[src/hdl/ryc_pkg.sv]
// shared types and constants of the rgb to yuv 4:2:0 converter
package ryc_pkg;

  localparam int unsigned DEF_MAX_WIDTH   = 2048;
  localparam int unsigned DEF_QUEUE_DEPTH = 2;

  localparam int unsigned REG_W      = 12;
  localparam int unsigned ROW_W      = 11;
  localparam int unsigned MAX_HEIGHT = 2048;

  localparam logic [REG_W-1:0] FRAME_WIDTH_RST  = 12'd1280;
  localparam logic [REG_W-1:0] FRAME_HEIGHT_RST = 12'd720;

  localparam int unsigned CFG_IDX_W = 1;
  localparam logic [CFG_IDX_W-1:0] CFG_FRAME_WIDTH  = 1'd0;
  localparam logic [CFG_IDX_W-1:0] CFG_FRAME_HEIGHT = 1'd1;

  typedef struct packed {
    logic [7:0] red;
    logic [7:0] green;
    logic [7:0] blue;
    logic       odd_col;
    logic       odd_row;
    logic       frame_end;
  } pix_t;

endpackage

[src/hdl/ryc_front.sv]
// front end: configuration registers, raster position tracking and pixel tagging
module ryc_front #(
  parameter int unsigned MAX_WIDTH = 2048,
  localparam int unsigned LINE_DEPTH = MAX_WIDTH / 2,
  localparam int unsigned IW = (LINE_DEPTH > 1) ? $clog2(LINE_DEPTH) : 1
) (
  input  logic                             clk_i,
  input  logic                             rst_ni,
  input  logic                             cfg_we_i,
  input  logic [ryc_pkg::CFG_IDX_W-1:0]    cfg_index_i,
  input  logic [ryc_pkg::REG_W-1:0]        cfg_data_i,
  input  logic                             in_valid_i,
  input  logic [7:0]                       red_i,
  input  logic [7:0]                       green_i,
  input  logic [7:0]                       blue_i,
  input  logic                             frame_start_i,
  input  logic                             q_full_i,
  output logic                             q_push_o,
  output ryc_pkg::pix_t                    q_pix_o,
  output logic [IW-1:0]                    q_idx_o
);
  import ryc_pkg::*;

  localparam int unsigned CW = $clog2(MAX_WIDTH);
  localparam int unsigned WW = $clog2(MAX_WIDTH + 1);
  localparam int unsigned XW = (WW > REG_W) ? WW : REG_W;

  logic [REG_W-1:0] frame_width_q, frame_height_q;
  logic [CW-1:0]    col_q, col_d, col_eff;
  logic [ROW_W-1:0] row_q, row_d, row_eff;
  logic [XW-1:0]    fw_ext, w_eff, w_last;
  logic [REG_W-1:0] h_eff, h_last;
  logic             last_col, last_row, accept;

  always_ff @(posedge clk_i or negedge rst_ni) begin
    if (!rst_ni) begin
      frame_width_q  <= FRAME_WIDTH_RST;
      frame_height_q <= FRAME_HEIGHT_RST;
    end else if (cfg_we_i) begin
      unique case (cfg_index_i)
        CFG_FRAME_WIDTH:  frame_width_q  <= cfg_data_i;
        CFG_FRAME_HEIGHT: frame_height_q <= cfg_data_i;
        default: ;
      endcase
    end
  end

  always_comb begin
    fw_ext = XW'(frame_width_q);
    if (fw_ext < XW'(2)) begin
      w_eff = XW'(2);
    end else if (fw_ext > XW'(MAX_WIDTH)) begin
      w_eff = XW'(MAX_WIDTH);
    end else begin
      w_eff = fw_ext;
    end
    w_last = w_eff - XW'(1);

    if (frame_height_q < REG_W'(2)) begin
      h_eff = REG_W'(2);
    end else if (frame_height_q > REG_W'(MAX_HEIGHT)) begin
      h_eff = REG_W'(MAX_HEIGHT);
    end else begin
      h_eff = frame_height_q;
    end
    h_last = h_eff - REG_W'(1);

    col_eff  = frame_start_i ? '0 : col_q;
    row_eff  = frame_start_i ? '0 : row_q;
    last_col = XW'(col_eff) >= w_last;
    last_row = REG_W'(row_eff) >= h_last;

    if (last_col) begin
      col_d = '0;
      row_d = last_row ? '0 : row_eff + ROW_W'(1);
    end else begin
      col_d = col_eff + CW'(1);
      row_d = row_eff;
    end
  end

  assign accept = in_valid_i && !q_full_i;

  always_ff @(posedge clk_i or negedge rst_ni) begin
    if (!rst_ni) begin
      col_q <= '0;
      row_q <= '0;
    end else if (accept) begin
      col_q <= col_d;
      row_q <= row_d;
    end
  end

  assign q_push_o            = accept;
  assign q_pix_o.red         = red_i;
  assign q_pix_o.green       = green_i;
  assign q_pix_o.blue        = blue_i;
  assign q_pix_o.odd_col     = col_eff[0];
  assign q_pix_o.odd_row     = row_eff[0];
  assign q_pix_o.frame_end   = last_col && last_row;
  assign q_idx_o             = IW'(col_eff >> 1);

  a_col_in_range: assert property (@(posedge clk_i) disable iff (!rst_ni)
    XW'(col_q) < XW'(MAX_WIDTH))
    else $error("column position beyond maximum width");

  a_row_in_range: assert property (@(posedge clk_i) disable iff (!rst_ni)
    REG_W'(row_q) < REG_W'(MAX_HEIGHT))
    else $error("row position beyond maximum height");

endmodule

[config.mk]
export PLATFORM = sky130hd
export DESIGN_NAME = ryc_front
export DESIGN_NICKNAME = d
export VERILOG_FILES = /design/src/hdl/ryc_pkg.sv /design/src/hdl/ryc_front.sv
export SDC_FILE = /design/constraint.sdc
export NUM_CORES = 1
export LEC_CHECK = 0
export ABC_AREA = 0
export BUFFER_PORTS_ARGS = -buffer_cell sky130_fd_sc_hd__buf_2
export CAP_MARGIN = 20
export CORE_MARGIN = 10
export CORE_UTILIZATION = 45
export CTS_BUF_LIST = sky130_fd_sc_hd__clkbuf_4 sky130_fd_sc_hd__clkbuf_8
export DETAILED_ROUTE_END_ITERATION = 7
export PLACE_DENSITY = 0.71
export SYNTH_ARGS = -nofsm -noshare
export SYNTH_HDL_FRONTEND = slang
export SYNTH_SLANG_ARGS = --single-unit
[constraint.sdc]
create_clock -name clk_i -period 4.5 [get_ports clk_i]
set_clock_uncertainty 0.15 [all_clocks]
set_input_delay 0.45 -clock clk_i [delete_from_list [all_inputs] [get_ports clk_i]]
set_output_delay 0.45 -clock clk_i [all_outputs]
set_load 0.02 [all_outputs]
Word level (Yosys, flattened, before mapping)
Index checks and enable logic that the tools add are counted.
Widths: inputs -> output; s select.
{ "word_totals": {"register_bits": 46, "inputBits": 43, "word_cells": 29, "out_inout_bits": 38} }
{ "op_classes": {"n_lt_le_gt_ge": 6, "addsub": 4, "bitwise": 1, "reduce_logical": 5, "n_mux": 9} }
{ "op_table": {"columns": ["operator", "n"], "rows": [
  ["$mux 11", 5],
  ["$mux 12", 4],
  ["$ge 11x12->1", 2],
  ["$gt 12x12->1 const B", 2],
  ["$lt 12x2->1 const B", 2],
  ["$sub 12x1->12 const B", 2],
  ["$add 11x1->11 const B", 2],
  ["$reduce_and 2->1", 2],
  ["$logic_and 1x1->1", 2],
  ["$logic_not 1->1", 1],
  ["$not 1->1", 1]
]} }

Depth between registers and ports, before layout
{ "logic_depth": {"ltp_word": 7, "depth_mapped": 19, "ltp_nobuf": 17} }

Least setup slack after synthesis
OpenSTA, ideal clock, no wires.
{ "synth_path": {"kind": "register to output", "startpoint": "reg frame_width_q[2]", "endpoint": "out q_pix_o[0] (netlist bit)", "path_stages_with_launch": 17, "t_arrival_ns": 3.991, "slack_ns": -0.091, "required_ns": 3.900, "path_buffers": 1, "cell_sequence": "dfrtp_1 or4_1 nor2_1 nor2_1 or2_2 ha_1 o21a_1 o21ai_0 nor3_1 o31a_1 ha_1 o211a_1 a211oi_1 or4_4 and2_4 buf_6 nor2_1"} }
{ "synth_rtl": {"columns": ["item", "line", "rtl"], "rows": [
  ["start, declared", "ryc_front.sv:28", "logic [REG_W-1:0] frame_width_q, frame_height_q;"],
  ["start signal, assigned", "ryc_front.sv:41", "CFG_FRAME_WIDTH: frame_width_q <= cfg_data_i;"],
  ["end, declared", "ryc_front.sv:19", "output ryc_pkg::pix_t q_pix_o,"]
]} }

==> impl_metrics.env <==
export IMPL_core_area_um2=7810
export IMPL_cellLeakagePower_nw=1.74
export IMPL_vias_per_cell=5.92
export IMPL_hold_class="input pin to register"
export IMPL_first_pass_iters=4
export IMPL_worst_path_max_fanout=3
export IMPL_max_freq_mhz=229
export IMPL_cp_end_kind="output port"
export IMPL_rows=32
export IMPL_die_area_um2=12100
export IMPL_place_hpwl_um=6340
export IMPL_avgSynthCellArea_um2=9.08
export IMPL_drv_cap=0
export IMPL_setup_violations=0
export IMPL_timing_final_crit_period_ns=4.37
export IMPL_outcome="complete, no violations"
export IMPL_io_buffers=32
export IMPL_cp_cell_sequence="or4_4 > nor2_4 > nor2_1 > or2_4 > ha_4 > o21a_1 > o21ai_2 > nor3_2 > o31a_1 > ha_1 > o211a_1 > a211oi_1 > or4_4 > and2_4 > nor2_4 > buf_6"
export IMPL_clock_path_buffers=2
export IMPL_die_h_um=110
export IMPL_initial_core_util_pct=46.9
export IMPL_clk_latency_ns=0.29
export IMPL_wl_per_cell_um=16.8
export IMPL_grt_pass1_vias=2941
export IMPL_place_ws_ns=0.0333
export IMPL_worstMarginPinSlew_ns=1.04
export IMPL_track_usage_pct=14.4
export IMPL_fin_tns_setup_ns=0
export IMPL_cpLargestDelayFamily="simple AND/OR/NAND/NOR gates"
export IMPL_grt_ovfl_total=0
export IMPL_synth_seq_area_share_pct=31.7
export IMPL_synth_seq_cells=46
export IMPL_io_pins=81
export IMPL_grt_pass1_wl_um=14400
export IMPL_path_clk_slew_ns=0.09
export IMPL_yosysUniqueCellTypes=62
export IMPL_final_layout_size_suffix_gt1_share_pct=27.3
export IMPL_crit_required_ns=3.90
export IMPL_final_max_slew_violation_count=0
export IMPL_worst_slew_margin_rel_pct=30.4
export IMPL_syn_nets=472
export IMPL_drc_errors=0
export IMPL_cts_tree="done"
export IMPL_area_growth_pct=11.5
export IMPL_peakVddDrop_mv=0.167
export IMPL_antennaDiodeCount=0
export IMPL_critPathSlowestCell="or4_4"
export IMPL_fin_ws_ns=0.127
export IMPL_yosysWarningCount=0
export IMPL_grt_start_max_net_pins=47
export IMPL_via_count=3101
export IMPL_antenna_found_initial=0
export IMPL_cts_sinks=46
export IMPL_nNetsFinal=490
export IMPL_htreeDepth=2
export IMPL_syn_area_um2=3660
export IMPL_routed_wl_um=8810
export IMPL_ys_flop_type="dfrtp_1"
export IMPL_place_congestion=0.866
export IMPL_hold_viol=0
export IMPL_crit_path_start_kind="register"
export IMPL_path_buf_inv=1
export IMPL_synth_edff_count=0
export IMPL_synth_async_reset_ratio_pct=100
export IMPL_worstPathArrival_ns=3.77
export IMPL_die_w_um=110
export IMPL_root_buffer="clkbuf_8"
export IMPL_ant_nets=0
export IMPL_cts_buffers=5
export IMPL_cellPowerDensity_nw_per_um2=317
export IMPL_crit_type="register to output port"
export IMPL_critPathMaxStageDelay_ns=0.56
export IMPL_fin_crit_sh_pct=97.2
export IMPL_syn_inst=403
export IMPL_drtIter0Drc=131
## placed cells by master (no fill, tap or decap), types with 4 or more instances in the layout
cell,instances
nor3b_1,4
o31a_1,4
a32oi_1,8
ha_1,25
o21ai_1,13
dfrtp_1,40
a211oi_1,4
nor3_1,10
o21a_1,4
nor4_1,4
nor2b_1,23
or4_1,4
dfstp_2,6
xnor2_1,5
inv_1,9
clkbuf_8,6
buf_2,31
nand4_1,6
mux2i_1,8
buf_4,20
o21ai_0,13
nor2_1,26
nand3_1,12
mux2_2,24
a21oi_1,12
nand2_1,24
o31ai_1,5
nand2b_1,5
## registers in the layout, indices dropped and copies added, names as in the netlist
register,count
col_q,11
frame_width_q,12
row_q,11
frame_height_q,12
## routing by layer
| metal | vias up | share of wire [%] | global-route usage, % |
|---|---|---|---|
| met2 | 84 | 46 | 22.2 |
| met5 | - | 0 | 0 |
| li1 | 1504 | - | - |
| met4 | 0 | 1.1 | 3.12 |
| met3 | 20 | 5.9 | 3.31 |
| met1 | 1493 | 47 | 20.0 |
## Yosys cell counts (6+ instances only)
| master | number | share of area (%) |
|---|---|---|
| a21oi_1 | 12 | 1.6 |
| inv_1 | 9 | 0.92 |
| mux2i_1 | 8 | 2.2 |
| o21ai_1 | 13 | 1.8 |
| nand4_1 | 6 | 1.0 |
| clkbuf_1 | 13 | 1.3 |
| nor3_1 | 13 | 1.8 |
| nor2b_1 | 23 | 3.9 |
| buf_4 | 24 | 4.9 |
| nand3_1 | 13 | 1.8 |
| a32oi_1 | 8 | 1.9 |
| nand2_1 | 25 | 2.6 |
| nor2_1 | 28 | 2.9 |
| ha_1 | 26 | 8.9 |
| dfrtp_1 | 40 | 27 |
| o21ai_0 | 14 | 1.9 |
| mux2_2 | 24 | 7.4 |
| dfstp_2 | 6 | 4.3 |
## worst reg2reg max path: stages (launching register included)
cell and delay [ns]:
dfrtp_1 0.39, or4_4 0.56, nor2_4 0.12, nor2_1 0.05, or2_4 0.23, ha_4 0.16, o21a_1 0.12, o21ai_2 0.08
nor3_2 0.05, o31a_1 0.24, ha_1 0.30, o211a_1 0.14, a211oi_1 0.06, or4_4 0.56, buf_4 0.16, nand2_2 0.26
o21ai_0 0.20, a32o_1 0.25
## report_power, final
group	switching [mW]	internal, mW
clock network	0.143	0.237
logic	0.199	0.183
registers	0.0677	0.464
total	0.410	0.884
## per-stage QoR
step           hold WS [ns]  cell area (um2)  utilization, %  power (mW)  cells
2_1_floorplan       0.00441             3660               -       0.810    403
3_3_place_gp          0.301             3780            48.4       0.878    508
3_5_place_dp          0.312             3780            48.4       0.895    508
4_1_cts               0.227             3970            50.8        1.28    519
5_1_grt               0.255             4080            52.2        1.37    524
6_report              0.262             4080            52.2        1.29    524
## worst paths after layout
| path | depth (start not counted) | slack, ns | end | start |
|---|---|---|---|---|
| max in group asynchronous | 3 | 3.32 | frame_width_q[10] | rst_ni |
| worst min register to register | 1 | 0.32 | col_q[10] | col_q[10] |
| worst max register to register | 17 | 0.32 | row_q[0] | frame_width_q[1] |
| min in group asynchronous | 2 | 0.36 | frame_height_q[5] | rst_ni |
| worst min-delay path | 2 | 0.26 | frame_width_q[0] | cfg_data_i[0] |
| worst max-delay path | 16 | 0.13 | q_pix_o[0] | frame_width_q[1] |
## kinds of logic (layout without fill, tap and decap cells)
family | after synthesis | after routing | share of synthesized area, %
muxes | 32 | 32 | 9.58
xor gates and xnor gates | 6 | 6 | 1.44
adders and majority gates | 26 | 26 | 8.89
DFF | 46 | 46 | 31.7
AOI/OAI and AO/OA | 96 | 96 | 18.4
and+or+nand+nor | 145 | 145 | 21.5
buffers and inverters | 52 | 71 | 8.48
## what timing repair did
item,CTS,global route
endpoints found under the setup margin,1,1
hold buffers,0,1
resized for setup,8,11
pin swaps,4,7
hold endpoints to repair,0,3
setup buffers,3,3
## cell type report
| type | count | area (um2) |
|---|---|---|
| Fill cell | 743 | 3730 |
| Multi-Input combinational cell | 305 | 2270 |
| Sequential cell | 46 | 1160 |
| Timing Repair Buffer | 54 | 347 |
| Tap cell | 102 | 128 |
| Clock buffer | 6 | 82.6 |
| Clock inverter | 2 | 60.1 |
| Inverter | 9 | 33.8 |
Note: power is estimated with default switching activity, not from simulation.
