**src/hdl/ryc_pkg.sv**
```systemverilog
// shared types and constants of the rgb to yuv 4:2:0 converter
package ryc_pkg;

  localparam int unsigned DEF_MAX_WIDTH   = 2048;
  localparam int unsigned DEF_QUEUE_DEPTH = 2;

  localparam int unsigned REG_W      = 12;
  localparam int unsigned ROW_W      = 11;
  localparam int unsigned MAX_HEIGHT = 2048;

  localparam logic [REG_W-1:0] FRAME_WIDTH_RST  = 12'd1280;
  localparam logic [REG_W-1:0] FRAME_HEIGHT_RST = 12'd720;

  localparam int unsigned CFG_IDX_W = 1;
  localparam logic [CFG_IDX_W-1:0] CFG_FRAME_WIDTH  = 1'd0;
  localparam logic [CFG_IDX_W-1:0] CFG_FRAME_HEIGHT = 1'd1;

  typedef struct packed {
    logic [7:0] red;
    logic [7:0] green;
    logic [7:0] blue;
    logic       odd_col;
    logic       odd_row;
    logic       frame_end;
  } pix_t;

endpackage

```
**src/hdl/ryc_queue.sv**
```systemverilog
// short queue between the front end and the conversion pipeline
module ryc_queue #(
  parameter int unsigned DEPTH = 2,
  parameter int unsigned IW    = 10
) (
  input  logic          clk_i,
  input  logic          rst_ni,
  input  logic          push_i,
  input  ryc_pkg::pix_t pix_i,
  input  logic [IW-1:0] idx_i,
  output logic          full_o,
  input  logic          pop_i,
  output logic          valid_o,
  output ryc_pkg::pix_t pix_o,
  output logic [IW-1:0] idx_o
);
  import ryc_pkg::*;

  localparam int unsigned PW = (DEPTH > 1) ? $clog2(DEPTH) : 1;
  localparam int unsigned NW = $clog2(DEPTH + 1);

  pix_t          pix_q [DEPTH];
  logic [IW-1:0] idx_q [DEPTH];
  logic [PW-1:0] wr_ptr_q, rd_ptr_q;
  logic [NW-1:0] count_q;
  logic          do_push, do_pop;

  assign full_o  = count_q == NW'(DEPTH);
  assign valid_o = count_q != '0;
  assign do_push = push_i && !full_o;
  assign do_pop  = pop_i && valid_o;
  assign pix_o   = pix_q[rd_ptr_q];
  assign idx_o   = idx_q[rd_ptr_q];

  always_ff @(posedge clk_i) begin
    if (do_push) begin
      pix_q[wr_ptr_q] <= pix_i;
      idx_q[wr_ptr_q] <= idx_i;
    end
  end

  always_ff @(posedge clk_i or negedge rst_ni) begin
    if (!rst_ni) begin
      wr_ptr_q <= '0;
      rd_ptr_q <= '0;
      count_q  <= '0;
    end else begin
      if (do_push) begin
        wr_ptr_q <= (wr_ptr_q == PW'(DEPTH - 1)) ? '0 : wr_ptr_q + PW'(1);
      end
      if (do_pop) begin
        rd_ptr_q <= (rd_ptr_q == PW'(DEPTH - 1)) ? '0 : rd_ptr_q + PW'(1);
      end
      if (do_push && !do_pop) begin
        count_q <= count_q + NW'(1);
      end else if (do_pop && !do_push) begin
        count_q <= count_q - NW'(1);
      end
    end
  end

  a_count_bound: assert property (@(posedge clk_i) disable iff (!rst_ni)
    count_q <= NW'(DEPTH))
    else $error("queue count beyond depth");

  a_no_push_full: assert property (@(posedge clk_i) disable iff (!rst_ni)
    full_o |-> !push_i)
    else $error("transaction pushed into a full queue");

endmodule

```
**config.mk**
```make
export PLATFORM = sky130hd
export DESIGN_NAME = ryc_queue
export DESIGN_NICKNAME = d
export VERILOG_FILES = /design/src/hdl/ryc_pkg.sv /design/src/hdl/ryc_queue.sv
export SDC_FILE = /design/constraint.sdc
export NUM_CORES = 1
export LEC_CHECK = 0
export BUFFER_PORTS_ARGS = -buffer_cell sky130_fd_sc_hd__buf_4
export CORE_MARGIN = 3
export CORE_UTILIZATION = 55
export DETAILED_ROUTE_END_ITERATION = 12
export PLACE_DENSITY = 0.81
export SYNTH_ARGS = -nofsm -noshare
export SYNTH_HDL_FRONTEND = slang
export SYNTH_SLANG_ARGS = --single-unit
```
**constraint.sdc**
```tcl
create_clock -name clk_i -period 5.25 [get_ports clk_i]
set_clock_uncertainty 0.1 [all_clocks]
set_input_delay 0.7875 -clock clk_i [delete_from_list [all_inputs] [get_ports clk_i]]
set_output_delay 0.7875 -clock clk_i [all_outputs]
set_load 0.005 [all_outputs]
```
# ---- Word level (Yosys, flattened, before mapping)
# Memories as Yosys holds them, arrays and structs flattened.
# Index checks and enable logic that the tools add are counted.
dict set report word_totals {
  register_bits 4
  mem_bits_rw 74
  in_bits 41
  memories 2
}
# memory words word_bits rd rd_ports_with_merged_regs write_ports line
set memory_table {}
lappend memory_table {pix_q 2 27 1 0 1 ryc_queue.sv:22} ;# pix_t pix_q [DEPTH];
lappend memory_table {idx_q 2 10 1 0 1 ryc_queue.sv:23} ;# logic [IW-1:0] idx_q [DEPTH];
dict set report classes {
  n_addsub 4
  n_eq_ne 1
  mux 6
  reduce_logical 9
}
# op count
set ops {}
lappend ops {{$logic_and 1x1->1} 4}
lappend ops {{$mux 1} 4}
lappend ops {{$mux 2} 2}
lappend ops {{$reduce_bool 2->1} 2}
lappend ops {{$logic_not 1->1} 3}
lappend ops {{$add 1x1->1 const B} 2}
lappend ops {{$add 2x1->2 const B} 1}
lappend ops {{$eq 2x2->1 const B} 1}
lappend ops {{$sub 2x1->2 const B} 1}

# ---- Depth between registers and ports, before layout
# Gate-level depths: netlist of the first run.
dict set report depth {
  depth_word 7
  depth_mapped 7
  ltp_nobuf 7
}

# ---- Worst setup path before layout of the first run
# Ideal clock, no wire load.
dict set report synth_path {
  kind {input to register}
  from {input port push_i}
  to {memory idx_q[0][0] (enable)}
  setup_time_ns 0.431
  arrival_time_ns 2.437
  path_slack_ns 2.281
  cell_stages 2
  n_path_buf 0
  cell_sequence {nand2_1 -> nor2_1}
}
dict set report synth_between {
  elab_chain_len 3
}
# item line
set synth_rtl {}
lappend synth_rtl {{start, declared} ryc_queue.sv:8} ;# input logic push_i,
lappend synth_rtl {{$logic_and 1x1->1} ryc_queue.sv:30} ;# assign do_push = push_i && !full_o;
lappend synth_rtl {{$mux 1} ryc_queue.sv:36} ;# if (do_push) begin
lappend synth_rtl {{$mux 1 (not written as such)} ryc_queue.sv:38} ;# idx_q[wr_ptr_q] <= idx_i;
lappend synth_rtl {{end, declared} ryc_queue.sv:23}
# No other way between the ends.

==> reports/metrics.cfg, run 1 <==
[drt]
vias = 1473
dr_wl_met2_mm = 2.530
m1WireLength_mm = 1.902
highest_layer = met4
ant_nets = 0
drtIter0Drc = 58
route.met3.wl_um = 328
drc = 0
wl_per_cell_um = 16.44
drt_first_pass_iters = 4
vias_per_cell = 4.993
drt_wl_total_mm = 4.851

[clocking]
clk_latency_ns = 0.33
clock-root-buffer = clkbuf_8
htreeDepth = 3
cts_tree = yes
clk_pin_slew_ns = 0.07
hold_buffers = 0
numCtsBuffers = 9
cts_resized = 0
clkSinkCount = 78
cts_setup_buffers = 0
clk_path_buf_depth = 2

[worst_setup_path]
worstSetupStartpoint = rd_ptr_q
r2r-end = pix_q[0][12]
path_cells = mux2_2, buf_4
cp_max_fo = 38
cp-end-kind = output pin
path_delay_family = flip-flops
cp-start-kind = register
arrival_ns = 1.98
ff2ff_setup_slack_ns = 3.16
worstRegToRegCells = 3
cp_slowest_cell = dfrtp_2
cp.depth = 2
critical_path_buf_inv_count = 1
reg2reg_from = count_q[0]
endpoint = pix_o[21]
worst_path_largest_cell_delay_ns = 1.08
critical_path_class = reg -> out
critPathRequiredTime_ns = 4.36

[timing]
slew_viol_final = 0
worstMarginPinSlew_ns = 1.086
rsz0062_at_grt = no
post-route-min-period_ns = 2.869
slew_headroom_pct = 27.42
fin_crit_sh_pct = 54.65
hold_viol_final = 0
setup_viol = 0
fin_tns_setup_ns = 0
fmax_ghz = 0.3485

[grt]
grt_pass1_wl_mm = 7.576
grt_overflow = 0
grt.total_usage_pct = 16.51
grt_pass1_vias = 1603
antenna_found_initial = 0
grt_max_degree = 39

[die]
dieArea_um2 = 6284
die_x_um = 79.27
rows = 26
start_util_pct = 57.45
ios = 80
die_y_um = 79.27
coreArea_um2 = 5140

[synthesis]
syn_nets = 176
mappedNetlistArea_um2 = 2953
netlist_instances = 134
ys_warn_count = 0
ys_seq_elements = 78
yosysSeqAreaShare_pct = 78.64
synth_area_per_cell_um2 = 22.04
synth_cell_types = 16

[layout]
n_antenna_cell = 0
fin_area_um2 = 3785
drive_gt1_share_pct = 59.56
final_net_count = 262
area_delta_synth_final_pct = 28.18
fillCellCount = 326

[placed_design]
hpwl_mm = 3.167
place.gp.congestion = 0.6314
io_buffers = 79
placed_area_um2 = 3605

[power_and_ir_drop]
powerDensity_nw_per_um2 = 523.1
p_leak_nw = 1.497
worst_ir_drop_vdd_v = 0.0003619

[run_status]
outcome = completed

[min_path]
hold_class = in -> async

[run]
maxCapViolations = 0

cell usage after synthesis:
library cell	count	area, µm²
buf_6	3	33.78
xnor2_1	3	26.28
dfrtp_1	4	100.1
inv_1	2	7.510
mux2_2	17	191.4
and3_1	1	6.260
buf_2	1	5.000
ha_1	1	12.51
xor2_1	2	17.52
edfxtp_1	74	2222
nand2b_1	1	6.260
nor2_1	2	7.510
nand2_2	1	6.260
or2_2	1	6.260
mux2_4	20	300.3
nand2_1	1	3.750
cells in the final DEF, fill, tap and decap left out:
cell,count
nand2_2,1
nor2_1,1
mux2_2,17
clkbuf_1,1
clkinv_1,2
mux2_4,20
or2_2,1
ha_1,1
buf_4,79
clkinv_2,3
edfxtp_1,74
and3_2,1
bufinv_16,1
nand2_1,1
dfrtp_1,3
nand2b_1,1
xnor2_1,3
clkbuf_8,9
xor2_1,2
dfrtp_2,1
inv_1,2
nor2_4,1
metal layers:
layer	track usage (%)	vias to the layer above
met3	4.649	10
met4	8.419	0
met5	0	-
met1	18.71	721
met2	28.45	56
li1	-	686
stage by stage:
step | hold WS [ns] | setup slack, ns | util, % | cells | power, mW
after floorplan | 0.3559 | 2.281 | - | 134 | 1.308
after global placement | 0.3732 | 2.777 | 70.13 | 279 | 1.562
after detailed placement | 0.3762 | 2.728 | 70.13 | 279 | 1.594
after CTS | 0.1202 | 2.346 | 73.64 | 295 | 2.005
after global routing | 0.1197 | 2.274 | 73.64 | 295 | 2.082
final | 0.1334 | 2.381 | 73.64 | 295 | 1.980
report_power, final:
part,internal (mW),total [mW],switching [mW]
clock,0.214,0.409,0.195
combinational,0.387,0.602,0.215
sequential,0.855,0.969,0.114
cells by family (layout without fill, tap and decap cells):
family / count (synthesis) / after routing / synth area share (%)
xor gates and xnor gates: 5 / 5 / 1.483
adders and majority gates: 1 / 1 / 0.4237
buffers and inverters: 6 / 97 / 1.568
DFF: 78 / 78 / 78.64
muxes: 37 / 37 / 16.65
and+or+nand+nor: 7 / 7 / 1.229
worst min path at each step:
stage,endpoint,start
4_1_cts,count_q[1],rst_ni
6_report,rd_ptr_q,rst_ni
2_1_floorplan,count_q[1],count_q[1]
5_1_grt,count_q[1],rst_ni
3_3_place_gp,count_q[1],count_q[1]
3_5_place_dp,count_q[1],count_q[1]
registers in the layout, indices dropped and copies added, names as in the netlist:
signal and flops:
idx_q 20, count_q 2, pix_q 54, wr_ptr_q 1
rd_ptr_q 1
layout make-up:
class | instances | area [µm²] | share of cell area, %
clock buffer | 10 | 127.6 | 3.372
clock inverter | 6 | 52.55 | 1.388
inverter | 2 | 7.507 | 0.1983
multi-input combinational | 50 | 593.1 | 15.67
sequential | 78 | 2323 | 61.39
tap | 70 | 87.58 | 2.314
timing repair buffer | 79 | 593.1 | 15.67
No activity file was read; power rests on OpenSTA's default activity.
==> run 2: changes to the inputs <==
--- a/config.mk
+++ b/config.mk
@@ -7,9 +7,9 @@
 export LEC_CHECK = 0
 export BUFFER_PORTS_ARGS = -buffer_cell sky130_fd_sc_hd__buf_4
 export CORE_MARGIN = 3
-export CORE_UTILIZATION = 55
+export CORE_UTILIZATION = 51
 export DETAILED_ROUTE_END_ITERATION = 12
-export PLACE_DENSITY = 0.81
+export PLACE_DENSITY = 0.76
 export SYNTH_ARGS = -nofsm -noshare
 export SYNTH_HDL_FRONTEND = slang
 export SYNTH_SLANG_ARGS = --single-unit
==> constraint.sdc (replaced) <==
create_clock -name clk_i -period 2.68 [get_ports clk_i]
set_clock_uncertainty 0.1 [all_clocks]
set_input_delay 0.402 -clock clk_i [delete_from_list [all_inputs] [get_ports clk_i]]
set_output_delay 0.402 -clock clk_i [all_outputs]
set_load 0.005 [all_outputs]
==> reports/metrics.cfg, run 2 (same netlist as run 1, synthesis figures left out) <==
[worst_setup_path]
ff2ff_setup_slack_ns = 0.94
cp_slowest_cell = dfrtp_2
cp_max_fo = 21
path_cells = buf_4, mux2_2, buf_4
cp-start-kind = register
arrival_ns = 1.85
worst_path_largest_cell_delay_ns = 0.71
critical_path_class = reg -> out
path_common_cell = buf_4
cp-end-kind = output pin
critPathRequiredTime_ns = 2.18
critical_path_buf_inv_count = 2
path_delay_family = flip-flops

[layout]
fillCellCount = 376
fin_cells = 302
n_antenna_cell = 0
final_cell_mix = buf_4 (83), edfxtp_1 (74), mux2_4 (20)
final_common_cell = buf_4
largest_reg_flops = 54
area_delta_synth_final_pct = 31.27
regMostFlops = pix_q
top_regs = pix_q (54), idx_q (20), count_q (2)
final_net_count = 267
drive_gt1_share_pct = 59.57

[timing]
slew_headroom_pct = 64.23
rsz0062_at_grt = no
worstMarginPinSlew_ns = 0.5366
whs_ns = 0.1540
fmax_ghz = 0.4251
slew_viol_final = 0
setup_viol = 0
fin_crit_sh_pct = 87.78
fin_tns_setup_ns = 0
hold_viol_final = 0
post-route-min-period_ns = 2.352

[grt]
antenna_found_initial = 0
grt_pass1_wl_mm = 7.424
grt.total_usage_pct = 15.72
grt_pass1_vias = 1591
grt_max_degree = 38
grt_overflow = 0

[clocking]
cts_tree = yes
cts_setup_buffers = 0
clkSinkCount = 78
hold_buffers = 1
clock-root-buffer = clkbuf_8
clk_path_buf_depth = 2
htreeDepth = 3
clk_pin_slew_ns = 0.07
numCtsBuffers = 9
clk_latency_ns = 0.33
cts_resized = 0

[placed_design]
place.gp.congestion = 0.7090
hpwl_mm = 3.363
io_buffers = 79
dpl.cell_count = 285

[power_and_ir_drop]
power_switching_share_pct = 25.22
worst_ir_drop_vdd_v = 0.001078
p_leak_nw = 1.539
seqPwrFrac_pct = 44.7
p_int_mw = 3.064
power_frac_clock_pct = 24.1
powerDensity_nw_per_um2 = 1057
netSwitchingPower_mw = 1.033
p_comb_share_pct = 31.2

[run]
maxCapViolations = 0

[die]
start_util_pct = 53.30
dieArea_um2 = 6739
rows = 27
ios = 80
coreArea_um2 = 5540
die_y_um = 82.09
die_x_um = 82.09

[drt]
vias = 1473
wl_per_cell_um = 16.55
drt_wl_total_mm = 4.999
vias_per_cell = 4.877
drt_first_pass_iters = 4
drc = 0
ant_nets = 0
drtIter0Drc = 50

[run_status]
outcome = completed

[min_path]
hold_class = in -> reg

[run 2: cell types whose count changed in the layout (fill, tap and decap cells not counted)]
cell,previous run,this run
buf_4,79,83
bufinv_16,1,3
clkbuf_1,1,2
clkinv_2,3,0
dlygate4sd3_1,0,1
[run 2: layout make-up]
cell class / instances / area [µm²] / share of cell area (%)
flip-flops and latches: 78 / 2323 / 59.94
clock inverters: 5 / 97.59 / 2.518
clock buffers: 11 / 131.4 / 3.389
well taps: 72 / 90.09 / 2.324
inverters: 2 / 7.507 / 0.1937
multi-input cells: 50 / 593.1 / 15.30
repair buffers: 84 / 633.1 / 16.33
[run 2: worst register-to-register path: cells and delay by family (launching register included)]
| family | cells | cell delay (ns) |
|---|---|---|
| flops | 1 | 0.42 |
| simple gates | 3 | 0.43 |
| buf+inv | 1 | 0.43 |
[run 2: worst paths after layout]
kind / startpoint / endpoint / cells after the start
min in group asynchronous: rst_ni / count_q[0] / 2
max in group asynchronous: rst_ni / rd_ptr_q / 2
min: pix_i[9] / pix_q[0][9] / 1
max: rd_ptr_q / pix_o[9] / 3
max reg2reg: count_q[0] / pix_q[0][4] / 4
min reg2reg: count_q[1] / count_q[1] / 1
[run 2: through the flow]
step	utilization [%]	setup WS, ns	total power, mW	area, µm²
CTS	69.96	0.2978	4.154	3876
detailed placement	65.65	0.6641	3.154	3637
global route	69.96	0.2388	4.302	3876
floorplan	-	0.5747	2.561	2955
finish	69.96	0.3275	4.098	3876
global placement	65.65	0.7001	3.100	3637
[run 2: power by group through the flow]
stage                     sequential (mW)  combinational [mW]  clock (mW)
after global placement               1.83                1.27           0
after CTS                            1.83                1.31        1.01
after floorplan                      1.76               0.799           0
final                                1.83                1.28       0.988
after global routing                 1.86                1.38        1.06
after detailed placement             1.86                1.30           0
[run 2: layer usage]
metal	part of all wire (%)	global-route usage, %
met4	3.2	9.136
met3	7.2	5.315
met5	0	0
met1	39	17.83
met2	51	25.93
==> run 3: changes to the inputs <==
--- a/config.mk
+++ b/config.mk
@@ -7,9 +7,11 @@
 export LEC_CHECK = 0
 export BUFFER_PORTS_ARGS = -buffer_cell sky130_fd_sc_hd__buf_4
 export CORE_MARGIN = 3
-export CORE_UTILIZATION = 51
+export CORE_UTILIZATION = 45
+export CTS_CLUSTER_SIZE = 10
 export DETAILED_ROUTE_END_ITERATION = 12
-export PLACE_DENSITY = 0.76
+export GPL_ROUTABILITY_DRIVEN = 0
+export PLACE_DENSITY = 0.68
 export SYNTH_ARGS = -nofsm -noshare
 export SYNTH_HDL_FRONTEND = slang
 export SYNTH_SLANG_ARGS = --single-unit
==> reports/metrics.cfg, run 3 (same netlist as run 1, synthesis figures left out) <==
[grt]
grt_pass1_vias = 1615
grt_max_degree = 20
grt_pass1_wl_mm = 7.893
grt_overflow = 0
grt.total_usage_pct = 14.49
antenna_found_initial = 0

[worst_setup_path]
arrival_ns = 1.76
cp_max_fo = 17
r2r-end = pix_q[1][21]
reg2reg_from = count_q[0]
ff2ff_setup_slack_ns = 0.92
worstRegToRegCells = 3
critPathRequiredTime_ns = 2.18
cp-start-kind = register
critical_path_class = reg -> out
cp-end-kind = output pin

[die]
start_util_pct = 48.16
coreArea_um2 = 6131
die_y_um = 87.01
rows = 28
ios = 80
die_x_um = 87.01
dieArea_um2 = 7570

[run_status]
outcome = completed

[timing]
fin_crit_sh_pct = 84.48
hold_viol_final = 0
slew_headroom_pct = 66.47
rsz0062_at_grt = no
fmax_ghz = 0.4417
worst_slack_ns = 0.4160
setup_viol = 0
post-route-min-period_ns = 2.264
fin_tns_setup_ns = 0
worstMarginPinSlew_ns = 0.5029
slew_viol_final = 0

[min_path]
hp-start = pix_i[0]
hold_end = pix_q[1][0]
hold_path_depth = 1
hold_class = in -> reg

[power_and_ir_drop]
p_leak_nw = 1.535
power_frac_clock_pct = 20.5
p_int_mw = 2.906
powerDensity_nw_per_um2 = 1024
p_comb_share_pct = 33.7
seqPwrFrac_pct = 45.8
worst_ir_drop_vdd_v = 0.0004543
netSwitchingPower_mw = 1.050
power_switching_share_pct = 26.55

[drt]
vias = 1469
ant_nets = 0
drtIter0Drc = 66
vias_per_cell = 4.801
drc = 0
wl_per_cell_um = 16.95
drt_first_pass_iters = 4
drt_wl_total_mm = 5.186

[clocking]
clk_path_buf_depth = 2
numCtsBuffers = 9
clk_pin_slew_ns = 0.08
clk_latency_ns = 0.33
cts_tree = yes
clock-root-buffer = clkbuf_8
cts_setup_buffers = 0
clkSinkCount = 78
htreeDepth = 3

[layout]
top_regs = pix_q (54), idx_q (20), count_q (2)
final_cell_mix = buf_4 (82), edfxtp_1 (74), mux2_4 (20)
n_antenna_cell = 0
drive_gt1_share_pct = 60.17
final_net_count = 268
regMostFlops = pix_q
largest_reg_flops = 54
final_common_cell = buf_4
area_delta_synth_final_pct = 30.85

[placed_design]
io_buffers = 79
hpwl_mm = 3.640
dp_slack_ns = 0.7370

[run]
maxCapViolations = 0

==> run 3: cell types whose count changed in the layout (fill, tap and decap cells not counted), sizes merged <==
cell	before	now
buf	83	84
clkbuf	11	10
clkinv	2	5
bufinv	3	1
==> run 3: area by class of cell <==
| type | count | area [µm²] |
|---|---|---|
| Multi-Input combinational cell | 50 | 593.1 |
| Sequential cell | 78 | 2323 |
| Clock inverter | 6 | 52.55 |
| Clock buffer | 10 | 127.6 |
| Inverter | 2 | 7.507 |
| Fill cell | 443 | 2267 |
| Tap cell | 75 | 93.84 |
| Timing Repair Buffer | 85 | 665.6 |
==> run 3: worst max-delay path, stage by stage, from the launching register on <==
cell	delay, ns
dfrtp_2	0.65
buf_4	0.29
mux2_2	0.36
buf_4	0.14
==> run 3: stage by stage <==
stage          std cells  total power [mW]  utilization [%]  instance area (µm²)  hold slack [ns]
3_3_place_gp         289             3.144            59.92                 3674           0.1020
6_report             306             3.956            63.02                 3864           0.1478
4_1_cts              306             4.023            63.02                 3864           0.1251
5_1_grt              306             4.179            63.02                 3864           0.1142
2_1_floorplan        134             2.561                -                 2955         0.006409
3_5_place_dp         289             3.204            59.92                 3674           0.1024
==> run 3: power by group through the flow <==
| stage | clock network (mW) | logic, mW | registers [mW] |
|---|---|---|---|
| 2_1_floorplan | 0 | 0.799 | 1.76 |
| 3_3_place_gp | 0 | 1.32 | 1.82 |
| 3_5_place_dp | 0 | 1.36 | 1.84 |
| 4_1_cts | 0.838 | 1.37 | 1.82 |
| 5_1_grt | 0.896 | 1.44 | 1.84 |
| 6_report | 0.809 | 1.33 | 1.81 |
==> run 3: worst max path at each step <==
stage	slack, ns	cells after the start	endpoint	startpoint
floorplan	0.57	3	idx_q[0][0]	count_q[0]
CTS	0.37	3	pix_o[26]	rd_ptr_q
global route	0.30	3	pix_o[21]	rd_ptr_q
global placement	0.77	3	pix_o[20]	rd_ptr_q
finish	0.42	3	pix_o[26]	rd_ptr_q
detailed placement	0.74	3	pix_o[26]	rd_ptr_q
==> run 3: timing repair <==
item,CTS,global route
setup endpoints to repair,0,0
endpoints found under the hold margin,4,0
gates resized for setup,0,0
hold buffers,1,0
==> run 3: per-layer routing <==
layer  routed length [µm]  up-vias  GRT usage, %
met5                    0        -             0
met4                   42        0         7.649
met3                  333        4         4.825
met2                 2787       48         24.98
met1                 2023      714         15.73
li1                     -      703             -
